<file path="src/rtl/mpfb_pkg.sv">
// shared types, codes and the refresh microprogram for the page frame store
package mpfb_pkg;

  localparam int unsigned PAGE_W      = 3;
  localparam int unsigned COL_W       = 7;
  localparam int unsigned STORE_AW    = PAGE_W + COL_W;
  localparam int unsigned STORE_DEPTH = 1 << STORE_AW;
  localparam int unsigned UPC_W       = 4;

  typedef enum logic [1:0] {
    ACT_SET     = 2'd0,
    ACT_CLEAR   = 2'd1,
    ACT_START   = 2'd2,
    ACT_ADVANCE = 2'd3
  } act_t;

  typedef enum logic [1:0] {
    KIND_START = 2'd0,
    KIND_DATA  = 2'd1,
    KIND_STOP  = 2'd2
  } kind_t;

  // where the data byte of an element comes from
  typedef enum logic [2:0] {
    SRC_NONE  = 3'd0,
    SRC_ADDR  = 3'd1,
    SRC_CONST = 3'd2,
    SRC_PAGE  = 3'd3,
    SRC_STORE = 3'd4
  } src_t;

  // how the step counter moves after an element
  typedef enum logic [1:0] {
    OP_NEXT     = 2'd0,
    OP_COL_LOOP = 2'd1,
    OP_PAGE_END = 2'd2
  } seqop_t;

  typedef struct packed {
    kind_t      kind;
    src_t       src;
    logic [7:0] cbyte;
    seqop_t     op;
  } ucode_t;

  typedef struct packed {
    logic start;
    logic step;
  } seq_cmd_t;

  typedef struct packed {
    logic       busy;
    kind_t      kind;
    logic [7:0] data;
    logic       done;
  } seq_stat_t;

  // control words for the bus elements of a page; the column word repeats for every column
  function automatic ucode_t ucode_rom(input logic [UPC_W-1:0] step);
    ucode_t w;
    unique case (step)
      4'd0:    w = '{KIND_START, SRC_NONE,  8'h00, OP_NEXT};
      4'd1:    w = '{KIND_DATA,  SRC_ADDR,  8'h00, OP_NEXT};
      4'd2:    w = '{KIND_DATA,  SRC_CONST, 8'h00, OP_NEXT};
      4'd3:    w = '{KIND_DATA,  SRC_PAGE,  8'hB0, OP_NEXT};
      4'd4:    w = '{KIND_DATA,  SRC_CONST, 8'h10, OP_NEXT};
      4'd5:    w = '{KIND_DATA,  SRC_CONST, 8'h00, OP_NEXT};
      4'd6:    w = '{KIND_STOP,  SRC_NONE,  8'h00, OP_NEXT};
      4'd7:    w = '{KIND_START, SRC_NONE,  8'h00, OP_NEXT};
      4'd8:    w = '{KIND_DATA,  SRC_ADDR,  8'h00, OP_NEXT};
      4'd9:    w = '{KIND_DATA,  SRC_CONST, 8'h40, OP_NEXT};
      4'd10:   w = '{KIND_DATA,  SRC_STORE, 8'h00, OP_COL_LOOP};
      default: w = '{KIND_STOP,  SRC_NONE,  8'h00, OP_PAGE_END};
    endcase
    return w;
  endfunction

endpackage

</file>
<file path="src/rtl/mpfb_useq.sv">
// microcoded refresh sequencer: step counter, page and column counters
module mpfb_useq
  import mpfb_pkg::*;
#(
  parameter int unsigned WIDTH = 128,
  parameter int unsigned PAGES = 8
) (
  input  logic                clk,
  input  logic                rst_n,
  input  seq_cmd_t            cmd_i,
  input  logic [7:0]          dev_addr_i,
  input  logic [7:0]          store_byte_i,
  output seq_stat_t           stat_o,
  output logic [STORE_AW-1:0] rd_addr_o
);

  localparam logic [COL_W-1:0]  COL_LAST  = COL_W'(WIDTH - 1);
  localparam logic [PAGE_W-1:0] PAGE_LAST = PAGE_W'(PAGES - 1);

  logic              busy_r, busy_nxt;
  logic [UPC_W-1:0]  upc_r, upc_nxt;
  logic [PAGE_W-1:0] page_r, page_nxt;
  logic [COL_W-1:0]  col_r, col_nxt;
  ucode_t            uw;
  logic              last_page;

  assign uw        = ucode_rom(upc_r);
  assign last_page = (page_r == PAGE_LAST);
  assign rd_addr_o = {page_r, col_r};

  always_comb begin
    stat_o.busy = busy_r;
    stat_o.kind = uw.kind;
    stat_o.done = (uw.op == OP_PAGE_END) && last_page;
    case (uw.src)
      SRC_ADDR:  stat_o.data = dev_addr_i;
      SRC_CONST: stat_o.data = uw.cbyte;
      SRC_PAGE:  stat_o.data = uw.cbyte + {{(8-PAGE_W){1'b0}}, page_r};
      SRC_STORE: stat_o.data = store_byte_i;
      default:   stat_o.data = 8'h00;
    endcase
  end

  always_comb begin
    busy_nxt = busy_r;
    upc_nxt  = upc_r;
    page_nxt = page_r;
    col_nxt  = col_r;
    if (cmd_i.start) begin
      busy_nxt = 1'b1;
      upc_nxt  = '0;
      page_nxt = '0;
      col_nxt  = '0;
    end else if (cmd_i.step && busy_r) begin
      unique case (uw.op)
        OP_NEXT: upc_nxt = upc_r + 1'b1;
        OP_COL_LOOP: begin
          if (col_r == COL_LAST) begin
            col_nxt = '0;
            upc_nxt = upc_r + 1'b1;
          end else begin
            col_nxt = col_r + 1'b1;
          end
        end
        OP_PAGE_END: begin
          upc_nxt = '0;
          if (last_page) begin
            busy_nxt = 1'b0;
            page_nxt = '0;
          end else begin
            page_nxt = page_r + 1'b1;
          end
        end
        default: upc_nxt = '0;
      endcase
    end
  end

  always_ff @(posedge clk) begin
    if (!rst_n) begin
      busy_r <= 1'b0;
      upc_r  <= '0;
      page_r <= '0;
      col_r  <= '0;
    end else begin
      busy_r <= busy_nxt;
      upc_r  <= upc_nxt;
      page_r <= page_nxt;
      col_r  <= col_nxt;
    end
  end

endmodule

</file>
<file path="config.mk">
export PLATFORM = sky130hd
export DESIGN_NAME = mpfb_useq
export DESIGN_NICKNAME = d
export VERILOG_FILES = /design/src/rtl/mpfb_pkg.sv /design/src/rtl/mpfb_useq.sv
export SDC_FILE = /design/constraint.sdc
export NUM_CORES = 1
export LEC_CHECK = 0
export BUFFER_PORTS_ARGS = -buffer_cell sky130_fd_sc_hd__clkbuf_2
export CORE_MARGIN = 5
export CORE_UTILIZATION = 53
export CTS_CLUSTER_DIAMETER = 120
export CTS_CLUSTER_SIZE = 24
export DETAILED_ROUTE_END_ITERATION = 10
export PLACE_DENSITY = 0.9
export SLEW_MARGIN = 0
export SYNTH_ARGS = -nofsm -noshare
export SYNTH_HDL_FRONTEND = slang
export SYNTH_SLANG_ARGS = --single-unit
export TNS_END_PERCENT = 5
</file>
<file path="constraint.sdc">
create_clock -name clk -period 4.2 [get_ports clk]
set_input_delay 0.21 -clock clk [delete_from_list [all_inputs] [get_ports clk]]
set_output_delay 0.21 -clock clk [all_outputs]
set_load 0.02 [all_outputs]
</file>
Yosys cells after proc, flatten, opt, wreduce, memory -nomap -nowiden
Memory sizes are Yosys's and may differ from the RTL's. A register that Yosys moved wholly into a read port is not among the register bits.
Index checks and enable logic that the tools add are counted.
Word-level totals
  word-level logic and storage cells: 41
  register bits: 15
  memories: 1
  bits in read-only memories: 176
  output and inout bits: 22
Cells by class
  bitwise logic cells: 1
  mux-type cells: 11
  add/sub/neg operators: 4
  eq/ne operators: 9
  reduce and logical (&&, ||, !) cells: 11
Memory list
  (name not given): depth 16, width 11, rd ports 1, clocked after Yosys merged registers in 1, write ports 0, RTL line mpfb_pkg.sv:61  | unique case (step)
Operators by type and width (count)
  case mux 8 bit (4 select lines): 1
  2-to-1 mux 4 bit: 3
  adder 8 x 3 -> 8 bit: 1
  case mux 4 bit (2 select lines): 1
  adder 7 x 1 -> 7 bit, second input constant: 1
  == test 7 bit, second input constant: 1
  2-to-1 mux 7 bit: 1
  == test 3 x 2 -> 1 bit, second input constant: 2
  == test 3 bit, second input constant: 2
  AND reduction 2 bit: 3
  nonzero test 2 bit: 3
  adder 4 x 1 -> 4 bit, second input constant: 1
  2-to-1 mux 1 bit: 4
  adder 3 x 1 -> 3 bit, second input constant: 1
  == test 3 x 1 -> 1 bit, second input constant: 1
  2-to-1 mux 3 bit: 1
  AND reduction 3 bit: 1
  == test 2 x 1 -> 1 bit, second input constant: 1
  == test 2 bit, second input constant: 1
  logical AND 1 bit: 2
  logical NOT 2 bit: 1
  inequality test 2 bit, second input constant: 1
  OR reduction 2 bit: 1
  inverter 1 bit: 1

Longest topological paths before layout
Gate-level depths: netlist of the first run.
  depth after elaboration: 5
  gate-level depth with buffers: 8
  mapped depth without buffers: 8

Worst setup path before layout of the first run
OpenSTA, ideal clock, no wires.
  path type: flip-flop to flip-flop
  start: reg col_r[0]
  end: reg uw[13] (netlist name)
  clock period less this slack: 2.169 ns
  setup slack: 2.031 ns
  stages on the path, launching flop included: 9
  data required time: 4.084 ns
  buffers on the path: 0
  setup time: 0.116 ns
  arrival time: 2.053 ns
  path through: dfxtp_1 -> ha_1 -> and4_4 -> a211o_4 -> and4_4 -> nor2_4 -> inv_2 -> or4_1 -> o211a_1
Between the ends
  word-level cells in the longest chain between the ends: 5
Ends and longest elaborated chain
  from (decl): RTL line mpfb_useq.sv:23  | logic [COL_W-1:0] col_r, col_nxt;
  from (signal assigned): RTL line mpfb_useq.sv:89  | col_r <= col_nxt;
  == test 7 bit: RTL line mpfb_useq.sv:58  | if (col_r == COL_LAST) begin
  inequality test 2 bit (no source line)
  AND reduction 2 bit (no source line)
  2-to-1 mux 4 bit (no source line) (2 in series)
Every way passes these cells.
A chain may end at the register's enable or synchronous reset.

Worst setup path in the final report of the first run
  start: reg col_r[0]
  end: reg uw[13] (netlist name)
Between the ends
  word-level cells in the longest chain between the ends: 5
Ends and longest elaborated chain (RTL line)
  == test 7 bit: mpfb_useq.sv:58
  inequality test 2 bit (no source line)
  AND reduction 2 bit (no source line)
  2-to-1 mux 4 bit (no source line) (2 in series)
Every way passes these cells.

==> results of run 1 <==
## power by group through the flow
stage	sequential [mW]	combinational, mW	clock [mW]
global route	0.231	0.0310	0.133
detailed placement	0.236	0.0277	0
global placement	0.236	0.0265	0
floorplan	0.235	0.0156	0
finish	0.231	0.0278	0.121
CTS	0.231	0.0279	0.122
## layer usage
layer / wire length (um) / vias to the layer above / GRT usage
li1: - / 599 / -
met1: 1300 / 549 / 0.234
met2: 1480 / 30 / 0.298
met3: 128 / 5 / 0.0285
met4: 44 / 0 / 0.0744
met5: 0 / - / 0
## worst max-delay path by stage
stage	start	endpoint	slack, ns
final	col_r[0]	uw[13]	1.94
after global routing	col_r[0]	uw[13]	1.81
after CTS	col_r[0]	uw[13]	1.95
after detailed placement	col_r[0]	uw[13]	1.98
after global placement	col_r[0]	uw[13]	2.06
after floorplan	col_r[0]	uw[13]	2.03
## cells by family (layout without fill, tap and decap cells)
group	Yosys count	after routing	synth area share
muxes	6	6	0.0478
AOI/OAI and AO/OA	33	33	0.187
xor gates and xnor gates	5	5	0.0348
adders and majority gates	4	4	0.0398
DFF	24	24	0.382
buffers and inverters	13	52	0.0487
and+or+nand+nor	61	61	0.260
## critical path, stage by stage, from the launching register on
cell     delay, ns
dfxtp_1       0.37
ha_1          0.24
and4_4        0.21
a21oi_2       0.23
a21oi_1       0.14
a31oi_4       0.29
inv_2         0.09
or4_1         0.47
o211a_1       0.12
## area by class of cell
class                           count  area [um2]
Inverter                            7        26.3
Timing Repair Buffer               41         205
Tap cell                           28        35.0
Clock buffer                        4        36.3
Sequential cell                    24         480
Multi-Input combinational cell    109         716
Fill cell                         192         734
## registers in the layout (all words and copies together), names as in the netlist
name,flops
uw,9
col_r,7
upc_r,4
page_r,3
busy_r,1
## layout by cell type (no fill, tap or decap), types with 3 or more instances in the layout
| cell type | count |
|---|---|
| clkbuf_2 | 41 |
| dfxtp_1 | 24 |
| nand2_1 | 16 |
| nor2_1 | 12 |
| a21oi_1 | 9 |
| o21ai_0 | 8 |
| nand3_1 | 8 |
| mux2i_1 | 6 |
| a22oi_1 | 4 |
| inv_2 | 4 |
| ha_1 | 4 |
| nor2b_1 | 3 |
| nor4_1 | 3 |
| inv_1 | 3 |
| xor2_1 | 3 |
| clkbuf_4 | 3 |
## through the flow
stage                     cells  worst slack, ns  utilization  area (um2)
final                       213             1.94        0.671        1500
after global routing        213             1.81        0.671        1500
after CTS                   213             1.95        0.671        1500
after detailed placement    209             1.98        0.655        1460
after global placement      209             2.06        0.655        1460
after floorplan             146             2.03            -        1260
==> impl_metrics.toml, run 1 <==
[global_routing]
first_global_vias = 1126
grt-ovfl-total = 0
grt_max_degree = 14
grt.total_usage = 0.181
grt_antenna_before_repair = 0
grt_pass1_wl_mm = 4.93

[cells_and_area]
syn2layout_area_growth_pct = 19.2
antenna_cells = 0
layout-drive-gt1-share = 0.319
nets = 210

[pwr]
p_sw_frac = 0.224
max-vdd-ir-drop_mv = 0.170
p_switching_mw = 0.0851
clkPwrFrac = 0.319
finalPower_mw = 0.379
power.density_nw_per_um2 = 253
p_comb_frac = 0.073
p_seq_frac = 0.608
power.leakage_nw = 0.682
p_int_mw = 0.294

[status]
status = "finished clean"

[sta]
setup_tns_ns = 0
slew_viol_final = 0
skew_ns = 0.00903
period_minus_slack_ns = 2.26
rsz0062_at_grt = "no"
fin_hold_ws_ns = 0.136
final.period_utilization = 0.539
hold_viol = 0
setup_viol = 0
tightest_slew_ns = 0.696
slew_headroom = 0.533
fmax_ghz = 0.442

[clocking]
post-cts-setup-buffer-count = 0
clock_sinks = 24
cts.clk_slew.worst_paths_ns = 0.13
cts_resized = 0
cts_max_level = 1
cts_tree = "yes"
clk_latency_ns = 0.32
cts_root_buf = "clkbuf_4"
cts_buffers = 3
post_cts_hold_buffer_count = 0
clock_path_buffers = 2

[yosys]
ys_seq_area_frac = 0.382
yosys-top-cells-count = "dfxtp_1, nand2_1, nor2_1, a21oi_1"
syn_inst = 146
yosys.area.top_type_share = 0.382
synth_nets = 170
synth_edf_count = 0
ys.warnings.count = 0
synth_top_area_cell = "dfxtp_1"
ys_ff_latch = 24
syn_area_um2 = 1260
avgSynthCellArea_um2 = 8.61
async_flop_share = 0
synth.most_common_cell = "dfxtp_1"
synth_cell_type_count = 43
netlist_top_cells_area = "dfxtp_1, mux2i_1, nand2_1"
ys.flop_type = "dfxtp_1"

[drt]
wl_per_cell_um = 13.8
drtPass1Iterations = 4
drc_errors = 0
routed_via_density = 5.55
drt.antenna.violating_nets = 0
routed_wl_mm = 2.95
drt_iter0_drc = 46
via_count = 1183

[worst_hold_path]
min_delay_path_depth = 2
min-delay-start = "rst_n"
hp-class = "input port to flop"
whs_endpoint = "busy_r"

[floorplan]
die_y_um = 58.7
die_area_um2 = 3450
rows = 17
core_um2 = 2230
start_util = 0.563
pin_count = 42
die_width_um = 58.7

[setup_path]
cp_max_fo = 6
critPathCaptureType = "flop"
rr_worst_depth = 8
cp.required_ns = 4.42
timing.rr.end = "uw[13]"
crit_arrival_ns = 2.49
critPathLaunchType = "flop"
r2r_slack_ns = 1.94
crit-reg2reg-launch = "col_r[0]"
path_class = "flop to flop"

[placement]
finalWeightedCongestion = 0.897
hpwl_mm = 2.35
io_buffer_count = 41

[flow_run]
cap_viol_max_count = 0
(Power assumes the default switching activity.)
==> inputs of run 2 (changes only) <==
--- a/config.mk
+++ b/config.mk
@@ -7,11 +7,11 @@
 export LEC_CHECK = 0
 export BUFFER_PORTS_ARGS = -buffer_cell sky130_fd_sc_hd__clkbuf_2
 export CORE_MARGIN = 5
-export CORE_UTILIZATION = 53
+export CORE_UTILIZATION = 49
 export CTS_CLUSTER_DIAMETER = 120
 export CTS_CLUSTER_SIZE = 24
 export DETAILED_ROUTE_END_ITERATION = 10
-export PLACE_DENSITY = 0.9
+export PLACE_DENSITY = 0.85
 export SLEW_MARGIN = 0
 export SYNTH_ARGS = -nofsm -noshare
 export SYNTH_HDL_FRONTEND = slang
==> constraint.sdc (replaced) <==
create_clock -name clk -period 2.3 [get_ports clk]
set_input_delay 0.115 -clock clk [delete_from_list [all_inputs] [get_ports clk]]
set_output_delay 0.115 -clock clk [all_outputs]
set_load 0.02 [all_outputs]
==> run 2 against run 1 <==
  * Utilization down 4.3 points
  * Non-clock buffer count rose by 5
  * Critical path depth stayed put
  * Combinational power rose by 83%
  * Highest routed layer unchanged
  * First-iteration DRC count down 4.3%
  * Die area rose by 6.8%
  * Sequential power rose by 82%
  * Hold slack lost 0.084 ns
==> impl_metrics.toml, run 2 (synthesized netlist as in run 1, its figures left out) <==
[status]
status = "finished clean"

[clocking]
cts.clk_slew.worst_paths_ns = 0.13
clk_latency_ns = 0.31
cts_max_level = 1
post_cts_hold_buffer_count = 0
cts_buffers = 3
cts_tree = "yes"
cts_root_buf = "clkbuf_4"
clock_sinks = 24
clock_path_buffers = 2

[cells_and_area]
largest_reg_flops = 9
nets = 215
layout-drive-gt1-share = 0.342
layout_common_cells = "clkbuf_2, dfxtp_1, nand2_1, nor2_1, a21oi_1"
regArea_um2 = 482
fillers = 210
final_common_cell = "clkbuf_2"
final_cells = 220
antenna_cells = 0
multi_input_area_um2 = 716
syn2layout_area_growth_pct = 23.8

[sta]
period_minus_slack_ns = 2.20
setup_viol = 0
skew_ns = 0.00286
slew_headroom = 0.530
tightest_slew_ns = 0.699
hold_viol = 0
slew_viol_final = 0
fmax_ghz = 0.454
final.period_utilization = 0.958
fin_hold_ws_ns = 0.0518

[global_routing]
first_global_vias = 1147
grt_antenna_before_repair = 0
grt-ovfl-total = 0
grt_max_degree = 15
grt_pass1_wl_mm = 4.65
grt.total_usage = 0.164

[placement]
hpwl_mm = 2.25
io_buffer_count = 41
finalWeightedCongestion = 0.784
dp.cells = 212

[floorplan]
pin_count = 42
die_area_um2 = 3680
rows = 18
core_um2 = 2480
die_width_um = 60.7
die_y_um = 60.7
start_util = 0.508

[pwr]
power.density_nw_per_um2 = 495
max-vdd-ir-drop_mv = 0.360
power.leakage_nw = 0.711

[drt]
routed_via_density = 5.55
routed_wl_mm = 3.02
via_count = 1221
drt.antenna.violating_nets = 0
drt_iter0_drc = 44
drc_errors = 0
wl_per_cell_um = 13.7
drtPass1Iterations = 6

[setup_path]
critPathMaxStageDelay_ns = 0.36
critPathLaunchType = "flop"
cp_max_fo = 4
critPathBufInv = 1
critPathLaunch = "col_r[0]"
crit-reg2reg-launch = "col_r[0]"
crit_top_cell = "a21oi_1"
crit_arrival_ns = 2.46
path_class = "flop to flop"
cp.required_ns = 2.55
worstPathCellList = "ha_1 -> and4_4 -> a211o_4 -> a21oi_1 -> a31oi_4 -> buf_4 -> or3_1 -> a21oi_1"
cp_top_family = "compound AO/OA/AOI/OAI gates"
slowest_stage = "dfxtp_2"
critPathCaptureType = "flop"

[flow_run]
cap_viol_max_count = 0

[worst_hold_path]
min-delay-start = "rst_n"
hp-class = "input port to flop"
run 2: power by group:
| part | leakage (nW) | total, mW | internal (mW) | switching (mW) |
|---|---|---|---|---|
| combinational | 0.489 | 0.0508 | 0.0223 | 0.0285 |
| clock | 0.0279 | 0.298 | 0.176 | 0.122 |
| sequential | 0.194 | 0.421 | 0.419 | 0.00292 |
| total | 0.711 | 0.770 | 0.617 | 0.153 |
run 2: final cells by class:
cell class                      count  area share
Sequential cell                    24       0.309
Clock buffer                        3      0.0145
Multi-Input combinational cell    109       0.460
Inverter                            7      0.0169
Clock inverter                      1      0.0193
Timing Repair Buffer               46       0.156
Tap cell                           30      0.0241
run 2: layer usage:
metal	wire [um]	track usage	vias to the layer above
met2	1570	0.279	30
met1	1300	0.196	578
met3	109	0.0362	8
met5	0	0	-
li1	-	-	605
met4	42	0.0743	0
run 2: worst paths after layout:
path,end,slack [ns],cells after the start
worst max-delay path,uw[6],0.1,8
worst min-delay path,busy_r,0.05,2
worst max register to register,uw[6],0.1,8
worst min register to register,col_r[6],0.54,2
run 2: timing repair:
item                       in CTS  in global routing
setup buffers                   0                  4
setup endpoints to repair       0                  1
gates resized for setup         0                  1
run 2: metrics by stage:
step                      setup TNS [ns]  power, mW  instance area (um2)  utilization  worst slack [ns]
after floorplan                        0      0.458                 1260            -             0.131
after global placement                 0      0.479                 1470        0.594             0.156
after detailed placement               0      0.481                 1470        0.594            0.0814
after CTS                              0      0.777                 1530        0.616            0.0590
after global routing             -0.0159      0.808                 1560        0.628           -0.0159
final                                  0      0.770                 1560        0.628            0.0977
